## config.mk

```make
export PLATFORM = sky130hd
export DESIGN_NAME = m6502_ctrl
export DESIGN_NICKNAME = d
export VERILOG_FILES = /design/src/hw/rtl/m6502_pkg.sv /design/src/hw/rtl/m6502_ctrl.sv
export SDC_FILE = /design/constraint.sdc
export NUM_CORES = 1
export LEC_CHECK = 0
export BUFFER_PORTS_ARGS = -buffer_cell sky130_fd_sc_hd__buf_2
export CORE_MARGIN = 2
export CORE_UTILIZATION = 40
export CTS_CLUSTER_SIZE = 14
export DETAILED_ROUTE_END_ITERATION = 16
export GPL_TIMING_DRIVEN = 0
export PLACE_DENSITY = 0.72
export RECOVER_POWER = 50
export SLEW_MARGIN = 20
export SYNTH_ARGS = -nofsm -noshare
export SYNTH_HDL_FRONTEND = slang
export SYNTH_SLANG_ARGS = --single-unit
export TNS_END_PERCENT = 5
```

## constraint.sdc

```tcl
create_clock -name i_clk -period 3.85 [get_ports i_clk]
set_input_delay 0.77 -clock i_clk [delete_from_list [all_inputs] [get_ports i_clk]]
set_output_delay 0.77 -clock i_clk [all_outputs]
set_load 0.02 [all_outputs]
```

## src/hw/rtl/m6502_pkg.sv

```systemverilog
// Shared types and constants for the reduced 6502 step block.
// Holds request codes, instruction opcodes, the controller state type and
// the command/status structs between controller and datapath.
package m6502_pkg;

    // request codes on the input channel
    localparam logic [1:0] REQ_WRITE = 2'd0;
    localparam logic [1:0] REQ_EXEC  = 2'd1;
    localparam logic [1:0] REQ_READ  = 2'd2;

    // implemented instruction opcodes
    localparam logic [7:0] OPC_LDA_IMM = 8'hA9;
    localparam logic [7:0] OPC_LDA_ZP  = 8'hA5;
    localparam logic [7:0] OPC_LDA_ZPX = 8'hB5;
    localparam logic [7:0] OPC_LDX_IMM = 8'hA2;
    localparam logic [7:0] OPC_LDY_IMM = 8'hA0;
    localparam logic [7:0] OPC_INX     = 8'hE8;
    localparam logic [7:0] OPC_DEX     = 8'hCA;
    localparam logic [7:0] OPC_INY     = 8'hC8;
    localparam logic [7:0] OPC_DEY     = 8'h88;
    localparam logic [7:0] OPC_STA_ABS = 8'h8D;
    localparam logic [7:0] OPC_ADC_IMM = 8'h69;
    localparam logic [7:0] OPC_CPX_IMM = 8'hE0;
    localparam logic [7:0] OPC_JMP_ABS = 8'h4C;
    localparam logic [7:0] OPC_BNE     = 8'hD0;
    localparam logic [7:0] OPC_BEQ     = 8'hF0;

    localparam logic [15:0] PC_RESET = 16'hFFFC;

    // addressing class of an opcode, drives the controller's sequence
    typedef enum logic [2:0] {
        IC_IMPLIED,
        IC_IMM,
        IC_ZP,
        IC_ABS,
        IC_BRANCH,
        IC_BAD
    } t_iclass;

    typedef enum logic [3:0] {
        ST_CLEAR,
        ST_IDLE,
        ST_RD_WAIT,
        ST_OP_WAIT,
        ST_IMPL,
        ST_OPER_WAIT,
        ST_ZP_WAIT,
        ST_LO_WAIT,
        ST_HI_WAIT,
        ST_DONE
    } t_state;

    // memory address source
    typedef enum logic [1:0] {
        AS_IN,
        AS_PC,
        AS_ZP,
        AS_ABS
    } t_asel;

    // memory write data source
    typedef enum logic {
        WS_IN,
        WS_ACC
    } t_wsel;

    typedef struct packed {
        logic  clr_wr;
        logic  mem_req;
        logic  mem_we;
        t_asel asel;
        t_wsel wsel;
        logic  pc_inc;
        logic  req_start;
        logic  ir_load;
        logic  lo_load;
        logic  rd_load;
        logic  set_bad;
        logic  exec;
        logic  out_load;
    } t_dp_cmd;

    typedef struct packed {
        logic       rd_vld;
        logic [7:0] rdata;
        logic [7:0] ir;
        logic       clr_last;
        logic       out_free;
    } t_dp_stat;

    function automatic t_iclass m6502_class(input logic [7:0] opc);
        t_iclass c;
        case (opc)
            OPC_INX, OPC_DEX, OPC_INY, OPC_DEY: c = IC_IMPLIED;
            OPC_LDA_IMM, OPC_LDX_IMM, OPC_LDY_IMM,
            OPC_ADC_IMM, OPC_CPX_IMM:           c = IC_IMM;
            OPC_LDA_ZP, OPC_LDA_ZPX:            c = IC_ZP;
            OPC_STA_ABS, OPC_JMP_ABS:           c = IC_ABS;
            OPC_BNE, OPC_BEQ:                   c = IC_BRANCH;
            default:                            c = IC_BAD;
        endcase
        return c;
    endfunction

endpackage

```

## src/hw/rtl/m6502_ctrl.sv

```systemverilog
// Sequencer for the reduced 6502 step block: runs the memory clear after
// reset, then walks each request through its fetch and execute steps.
// Depends on m6502_pkg; drives the datapath through t_dp_cmd only.
module m6502_ctrl (
    input  logic               i_clk,
    input  logic               i_rst_n,
    input  logic               i_valid,
    input  logic [1:0]         i_opcode,
    output logic               o_ready,
    output m6502_pkg::t_dp_cmd o_cmd,
    input  m6502_pkg::t_dp_stat i_stat
);
    import m6502_pkg::*;

    t_state r_state;
    t_state n_state;

    always_ff @(posedge i_clk) begin
        if (!i_rst_n) begin
            r_state <= ST_CLEAR;
        end else begin
            r_state <= n_state;
        end
    end

    always_comb begin
        n_state = r_state;
        o_cmd   = '0;
        o_ready = 1'b0;
        case (r_state)
            ST_CLEAR: begin
                o_cmd.clr_wr = 1'b1;
                if (i_stat.clr_last) begin
                    n_state = ST_IDLE;
                end
            end
            ST_IDLE: begin
                o_ready = 1'b1;
                if (i_valid) begin
                    o_cmd.req_start = 1'b1;
                    case (i_opcode)
                        REQ_WRITE: begin
                            o_cmd.mem_req = 1'b1;
                            o_cmd.mem_we  = 1'b1;
                            o_cmd.asel    = AS_IN;
                            o_cmd.wsel    = WS_IN;
                            n_state       = ST_DONE;
                        end
                        REQ_EXEC: begin
                            o_cmd.mem_req = 1'b1;
                            o_cmd.asel    = AS_PC;
                            o_cmd.pc_inc  = 1'b1;
                            n_state       = ST_OP_WAIT;
                        end
                        REQ_READ: begin
                            o_cmd.mem_req = 1'b1;
                            o_cmd.asel    = AS_IN;
                            n_state       = ST_RD_WAIT;
                        end
                        default: begin
                            n_state = ST_DONE;
                        end
                    endcase
                end
            end
            ST_RD_WAIT: begin
                if (i_stat.rd_vld) begin
                    o_cmd.rd_load = 1'b1;
                    n_state       = ST_DONE;
                end
            end
            ST_OP_WAIT: begin
                if (i_stat.rd_vld) begin
                    o_cmd.ir_load = 1'b1;
                    case (m6502_class(i_stat.rdata))
                        IC_IMPLIED: n_state = ST_IMPL;
                        IC_IMM, IC_ZP, IC_BRANCH: begin
                            o_cmd.mem_req = 1'b1;
                            o_cmd.asel    = AS_PC;
                            o_cmd.pc_inc  = 1'b1;
                            n_state       = ST_OPER_WAIT;
                        end
                        IC_ABS: begin
                            o_cmd.mem_req = 1'b1;
                            o_cmd.asel    = AS_PC;
                            o_cmd.pc_inc  = 1'b1;
                            n_state       = ST_LO_WAIT;
                        end
                        default: begin
                            o_cmd.set_bad = 1'b1;
                            n_state       = ST_DONE;
                        end
                    endcase
                end
            end
            ST_IMPL: begin
                o_cmd.exec = 1'b1;
                n_state    = ST_DONE;
            end
            ST_OPER_WAIT: begin
                if (i_stat.rd_vld) begin
                    if (m6502_class(i_stat.ir) == IC_ZP) begin
                        // operand is a zero page pointer: go get the byte
                        o_cmd.mem_req = 1'b1;
                        o_cmd.asel    = AS_ZP;
                        n_state       = ST_ZP_WAIT;
                    end else begin
                        o_cmd.exec = 1'b1;
                        n_state    = ST_DONE;
                    end
                end
            end
            ST_ZP_WAIT: begin
                if (i_stat.rd_vld) begin
                    o_cmd.exec = 1'b1;
                    n_state    = ST_DONE;
                end
            end
            ST_LO_WAIT: begin
                if (i_stat.rd_vld) begin
                    o_cmd.lo_load = 1'b1;
                    o_cmd.mem_req = 1'b1;
                    o_cmd.asel    = AS_PC;
                    o_cmd.pc_inc  = 1'b1;
                    n_state       = ST_HI_WAIT;
                end
            end
            ST_HI_WAIT: begin
                if (i_stat.rd_vld) begin
                    if (i_stat.ir == OPC_STA_ABS) begin
                        o_cmd.mem_req = 1'b1;
                        o_cmd.mem_we  = 1'b1;
                        o_cmd.asel    = AS_ABS;
                        o_cmd.wsel    = WS_ACC;
                    end else begin
                        o_cmd.exec = 1'b1;
                    end
                    n_state = ST_DONE;
                end
            end
            ST_DONE: begin
                // hold until the result register can take the snapshot
                if (i_stat.out_free) begin
                    o_cmd.out_load = 1'b1;
                    n_state        = ST_IDLE;
                end
            end
            default: begin
                n_state = ST_IDLE;
            end
        endcase
    end

    a_rdata_in_wait: assert property (@(posedge i_clk) disable iff (!i_rst_n)
        i_stat.rd_vld |-> (r_state == ST_RD_WAIT || r_state == ST_OP_WAIT ||
                           r_state == ST_OPER_WAIT || r_state == ST_ZP_WAIT ||
                           r_state == ST_LO_WAIT || r_state == ST_HI_WAIT))
        else $error("read data returned outside a wait state");

    a_no_early_data: assert property (@(posedge i_clk) disable iff (!i_rst_n)
        (r_state == ST_IDLE && i_valid) |=> !i_stat.rd_vld)
        else $error("read data one cycle after request accept");

endmodule

```

==> results of run 1 <==
==> cells in the mapped netlist, drive strengths merged, types with 2 or more instances <==
| cell type | n |
|---|---|
| a21o | 2 |
| a21oi | 10 |
| and2 | 2 |
| and4b | 2 |
| buf | 3 |
| clkbuf | 3 |
| dfxtp | 4 |
| ha | 4 |
| inv | 6 |
| nand2 | 9 |
| nand2b | 5 |
| nand3 | 7 |
| nand3b | 3 |
| nor2 | 9 |
| nor2b | 3 |
| nor3 | 7 |
| nor3b | 3 |
| nor4 | 2 |
| o21ai | 7 |
==> metal layers <==
metal,track usage (%),up-vias,routed length [um]
met5,0,-,0
met4,9.44,0,21
met3,0.385,2,120
met2,32.6,41,1070
met1,23.6,447,895
li1,-,492,-
==> area by class of cell <==
type	count	share of cell area, %
plain buffers	6	2.46
clock buffers	3	2.33
inverters	6	2.33
multi-input cells	95	62.7
flip-flops and latches	4	8.28
well taps	25	3.23
repair buffers	37	18.6
==> worst max-delay path: cells and delay by family <==
family,cells,cell delay [ns]
AO/OA/AOI/OAI,3,0.48
buffers and inverters,2,0.27
AND/OR/NAND/NOR,3,0.68
==> cells in the final DEF (no fill, tap or decap), types with 2 or more instances in the layout <==
| cell type | netlist | final |
|---|---|---|
| a21o_1 | 2 | 2 |
| nor3b_1 | 3 | 3 |
| nand3_1 | 7 | 7 |
| a21oi_1 | 9 | 10 |
| nor4_1 | 2 | 2 |
| nor2_1 | 9 | 9 |
| buf_2 | 2 | 34 |
| nand2b_1 | 4 | 4 |
| nor3_1 | 7 | 7 |
| ha_1 | 4 | 4 |
| inv_1 | 6 | 6 |
| nand2_1 | 9 | 9 |
| clkbuf_4 | 0 | 3 |
| nor2b_1 | 3 | 3 |
| nand3b_1 | 3 | 3 |
| dfxtp_1 | 4 | 4 |
| clkbuf_1 | 3 | 8 |
| o21ai_0 | 7 | 7 |
==> worst max path at each step <==
stage | startpoint | endpoint | slack, ns | cells past startpoint
global placement | i_stat[14] | o_cmd[9] | 0.93 | 8
floorplan | i_stat[8] | o_cmd[12] | 1.12 | 6
global route | i_stat[14] | o_cmd[9] | 0.73 | 8
finish | i_stat[14] | o_cmd[9] | 0.86 | 8
detailed placement | i_stat[14] | o_cmd[9] | 0.91 | 8
CTS | i_stat[14] | o_cmd[9] | 0.91 | 8
==> power by group <==
| group | switching (uW) | internal, uW | total [uW] |
|---|---|---|---|
| Clock | 17.3 | 34.9 | 52.1 |
| Sequential | 0.817 | 43.5 | 44.3 |
| Combinational | 45.6 | 31.8 | 77.4 |
==> through the flow <==
stage | utilization, % | worst slack, ns
floorplan | - | 1.12
global placement | 55.5 | 0.928
detailed placement | 55.5 | 0.912
CTS | 56.8 | 0.908
global route | 56.0 | 0.730
finish | 56.0 | 0.862
==> logic make-up after synthesis <==
kind of cell               count (synthesis)  share of synthesized area, %
and+or+nand+nor                           58                          45.9
AOI/OAI and AO/OA                         31                          27.7
buffers and inverters                     12                          6.41
adders and majority gates                  4                          6.75
DFF                                        4                          10.8
xor gates and xnor gates                   1                          1.18
muxes                                      1                          1.35
==> key figures, run 1 <==
Status
  • Run status: complete, no violations

Cells and area
  • Top Registers: r_state: 4 flops
  • Seq. cell area: 80.1 um2
  • Multi-input gate area: between 600 and 700 um2
  • Ant. Diodes: 0
  • Design area: between 900 and 1000 um2
  • Layout Nets: around 180
  • Max FFs per register: 4
  • Share of layout cells above drive strength 1: between 20% and 30%
  • Fill count: about 190
  • Largest Register: r_state
  • Fin cells: 176
  • Syn-to-layout area delta: 30.4%

Floorplanning
  • Core area: around 1700 um2
  • Die height: 47.1 um
  • Die ar.: ~2200 um2
  • Row cnt: 15
  • Initial core utilization: 43.0%
  • IO Pins: 39
  • Die width: roughly 47 um

Hold path
  • WHS Path Cells: 4
  • Hold EP: r_state[1]
  • Hold path start: r_state[1]
  • Worst hold path type: reg2reg

Power
  • Worst vdd ir: between 0.09 and 0.1 mV
  • Overall power: 174 uW
  • Power Density: around 180 nW/um2
  • Leak: 0.000475 uW

Critical path
  • Critical Path End Type: primary output
  • Worst r2r dst: r_state[2]
  • Startpoint types: primary input
  • Flop2flop setup slack: approximately 2.2 ns
  • Data arrival, critical path: 2.22 ns
  • Critical path cell sequence: buf_2 -> nand2b_4 -> or4b_1 -> a21oi_1 -> a311o_2 -> a21oi_1 -> nand3b_1 -> buf_2
  • Worst EP required: between 3 and 4 ns
  • RR Startpoint: r_state[3]
  • Crit-path max FO: 4
  • Crit path kind: in2out
  • CP max-delay cell: or4b_1
  • Worst Reg2Reg Path Length in Cells: 7
  • Delay of the slowest critical-path stage: between 0.4 and 0.5 ns

Logic synthesis
  • Ranking of synthesized cells by area: dfxtp_1 (11%), ha_1 (6.7%), a21oi_1 (6.1%), nand3_1 (4.7%), nor3_1 (4.7%)
  • Synth top area share: between 10% and 20%
  • Netlist Area Pre-Place: 742 um2
  • Sequential area share after synthesis: 10.8%
  • Async SR Flop Fraction: 0%
  • Synth warnings: 0
  • Synth Net Count: approximately 140
  • Post-synth EDFFs: 0
  • Netlist cell types: 43
  • Cell accounting for the most synthesized area: dfxtp_1
  • Syn Inst Count: 111
  • Post-synthesis area per instance: ~6.7 um2
  • Yosys reg bits: 4
  • Post-synth top flop: dfxtp_1

Route
  • DRC errors left: 0
  • Wire per inst: between 10 and 15 um
  • WL final: 2.11 mm
  • Via density: 5.58
  • DRT iter0 DRCs: 32
  • Detailed-route via count: slightly below 1k
  • Antenna Nets Post-Route: 0
  • DR pass1 iterations: 4

Job
  • Max-cap violations: 0

STA
  • Worst slew pin tran: 0.450 ns
  • Setup TNS: 0 ns
  • Final setup violation count: 0
  • Final setup skew: about 0.006 ns
  • Tcrit/Tclk final: slightly below 80%
  • Fin crit period: 2.99 ns
  • Max-slew violations: 0
  • F_max: approximately 330 MHz
  • Hold_ws: between 0.7 and 0.8 ns
  • RSZ-0062 raised after global routing: false
  • Fin. Hold Viols: 0
  • Relative slew slack: between 60 and 70%

Clock tree
  • Clock transition at path regs: ~0.040 ns
  • Worst-Skew Late Latency: about 0.24 ns
  • Clock root buffer: clkbuf_4
  • Hold-fix buffer count after cts: 0
  • PostCTS Resize Cnt: 0
  • CTS H-tree lvls: 1
  • Sink Count: 4
  • Setup Fix Bufs, Post-CTS: 0
  • Clock buffer depth: 2
  • CTS tree: yes
  • CTS buffer count: 3

Global routing
  • Number of global-route vias before repair: 790
  • Initial antenna violation count: 0
  • Global-route wire length before repair: between 3 and 4 mm
  • GRT Overall Usage: between 10% and 20%
  • Global route total overflow: 0
  • Largest net degree at the start of global routing: 11

Place
  • I/O Buffers: 37
  • Placer congestion estimate: 0.868
  • HPWL Detailed: ~1.7 mm
  • Area after DPL: approximately 960 um2
  • Dpl cells: about 170
Note: power is estimated with default switching activity, not from simulation.
==> inputs of run 2 (changes only) <==
==> constraint.sdc (replaced) <==
create_clock -name i_clk -period 2.8 [get_ports i_clk]
set_input_delay 0.56 -clock i_clk [delete_from_list [all_inputs] [get_ports i_clk]]
set_output_delay 0.56 -clock i_clk [all_outputs]
set_load 0.02 [all_outputs]
==> run 2 against run 1 <==
Compared with the run above: routed wire length fell by 0.95%; global-route usage is the same; clock power increased by 38%; design area rose by 0.26%; critical path type is now reg2out; power is 38% higher; cell count is the same; sequential share of layout area is essentially flat; utilization is 0.14 points higher; clock skew rose by 0.00084 ns.
==> key figures, run 2 (synthesized netlist as in run 1, its figures left out) <==
Clock tree
  • Clock buffer depth: 2
  • Sink Count: 4
  • Clock root buffer: clkbuf_4
  • CTS tree: yes
  • CTS buffer count: 3
  • Worst-Skew Late Latency: between 0.2 and 0.25 ns
  • Setup Fix Bufs, Post-CTS: 0
  • CTS H-tree lvls: 1
  • Hold-fix buffer count after cts: 0
  • PostCTS Resize Cnt: 0
  • Clock transition at path regs: around 0.04 ns

Place
  • HPWL Detailed: approximately 1.7 mm
  • Area after DPL: ~960 um2
  • I/O Buffers: 37
  • Placer congestion estimate: 0.868

STA
  • Final setup skew: between 0.006 and 0.007 ns
  • Worst slew pin tran: 0.433 ns
  • Relative slew slack: 70.9%
  • Max-slew violations: 0
  • RSZ-0062 raised after global routing: false
  • Tcrit/Tclk final: just over 90%
  • Hold_ws: a little over 0.6 ns
  • F_max: 388 MHz
  • Fin. Hold Viols: 0
  • Final setup violation count: 0
  • Setup TNS: 0 ns
  • Fin crit period: roughly 2.6 ns

Floorplanning
  • Die height: about 47 um
  • Die width: 47.1 um
  • Initial core utilization: a little over two fifths
  • IO Pins: 39
  • Die ar.: ~2200 um2
  • Row cnt: 15
  • Core area: approximately 1700 um2

Critical path
  • Worst Reg2Reg Path Length in Cells: 7
  • Data arrival, critical path: between 2 and 2.5 ns
  • Crit path kind: reg2out
  • RR Startpoint: r_state[0]
  • Worst r2r dst: r_state[2]
  • Critical path launch point: r_state[1]
  • Worst EP required: 2.24 ns
  • Setup crit end: o_cmd[9]
  • Critical Path End Type: primary output
  • Startpoint types: flip-flop
  • Crit-path max FO: 10
  • Flop2flop setup slack: ~0.95 ns

Route
  • Wire per inst: 11.9 um
  • DR pass1 iterations: 4
  • Via density: ~5.5
  • DRT iter0 DRCs: 31
  • DRC errors left: 0
  • Detailed-route via count: roughly 980
  • WL final: 2.09 mm
  • Antenna Nets Post-Route: 0

Cells and area
  • Syn-to-layout area delta: 30.7%
  • Final Util: between 50% and 60%
  • Max FFs per register: 4
  • Top Registers: r_state: 4 flops
  • Share of layout cells above drive strength 1: 26.5%
  • Largest Register: r_state
  • Commonest cells after routing, fill and taps aside: buf_2 (33), a21oi_1 (10), clkbuf_1 (9), nand2_1 (9), nor2_1 (9)
  • Ant. Diodes: 0
  • Layout Nets: about 180
  • Commonest non-fill, non-tap cell in the layout: buf_2
  • Design area: between 900 and 1000 um2

Global routing
  • Initial antenna violation count: 0
  • GRT Overall Usage: 18.7%
  • Number of global-route vias before repair: 790
  • Global-route wire length before repair: between 3 and 4 mm
  • Largest net degree at the start of global routing: 11
  • Global route total overflow: 0

Power
  • Power Density: about 250 nW/um2
  • Worst vdd ir: about 0.13 mV
  • Leak: approximately 0.00047 uW

Status
  • Run status: complete, no violations

Job
  • Max-cap violations: 0

Hold path
  • Worst hold path type: in2reg
-- run 2: cell types whose count changed in the layout (fill, tap and decap cells not counted), sizes merged --
| cell | before | now |
|---|---|---|
| clkbuf | 11 | 12 |
| buf | 35 | 34 |
-- run 2: how the worst min path moves through the flow --
stage | startpoint | endpoint | cells after the start
detailed placement | r_state[1] | r_state[1] | 4
finish | i_rst_n | r_state[3] | 2
global placement | r_state[0] | r_state[0] | 3
global route | i_rst_n | r_state[3] | 2
CTS | i_rst_n | r_state[1] | 3
floorplan | r_state[1] | r_state[1] | 4
-- run 2: per-layer routing --
layer	global-route usage [%]	routed length, um
met5	0	0
met4	9.44	21
met3	0.385	118
met2	32.6	1060
met1	23.6	887
-- run 2: power by group --
part / switching, uW / internal (uW)
Clock: 24.1 / 47.9
Sequential: 1.21 / 59.8
Combinational: 62.6 / 43.4
Total: 87.9 / 151
-- run 2: layout make-up --
class	instances	area, um2
multi-input combinational	95	611
clock buffer	3	22.5
sequential	4	80.1
inverter	6	22.5
buffer	6	22.5
tap	25	31.3
fill	190	757
timing repair buffer	37	180
-- run 2: stage by stage --
stage	power (uW)	instances	worst slack [ns]
finish	239	176	0.224
global route	256	176	0.0341
CTS	242	176	0.254
detailed placement	169	173	0.282
global placement	166	173	0.298
floorplan	128	111	0.372
-- run 2: critical path, stage by stage, from the launching register on --
cell      delay (ns)
dfxtp_1         0.38
clkbuf_1        0.38
nor3b_1         0.39
nand2_1         0.15
nor2_1          0.11
a21oi_1         0.10
nand3b_1        0.09
buf_2           0.16
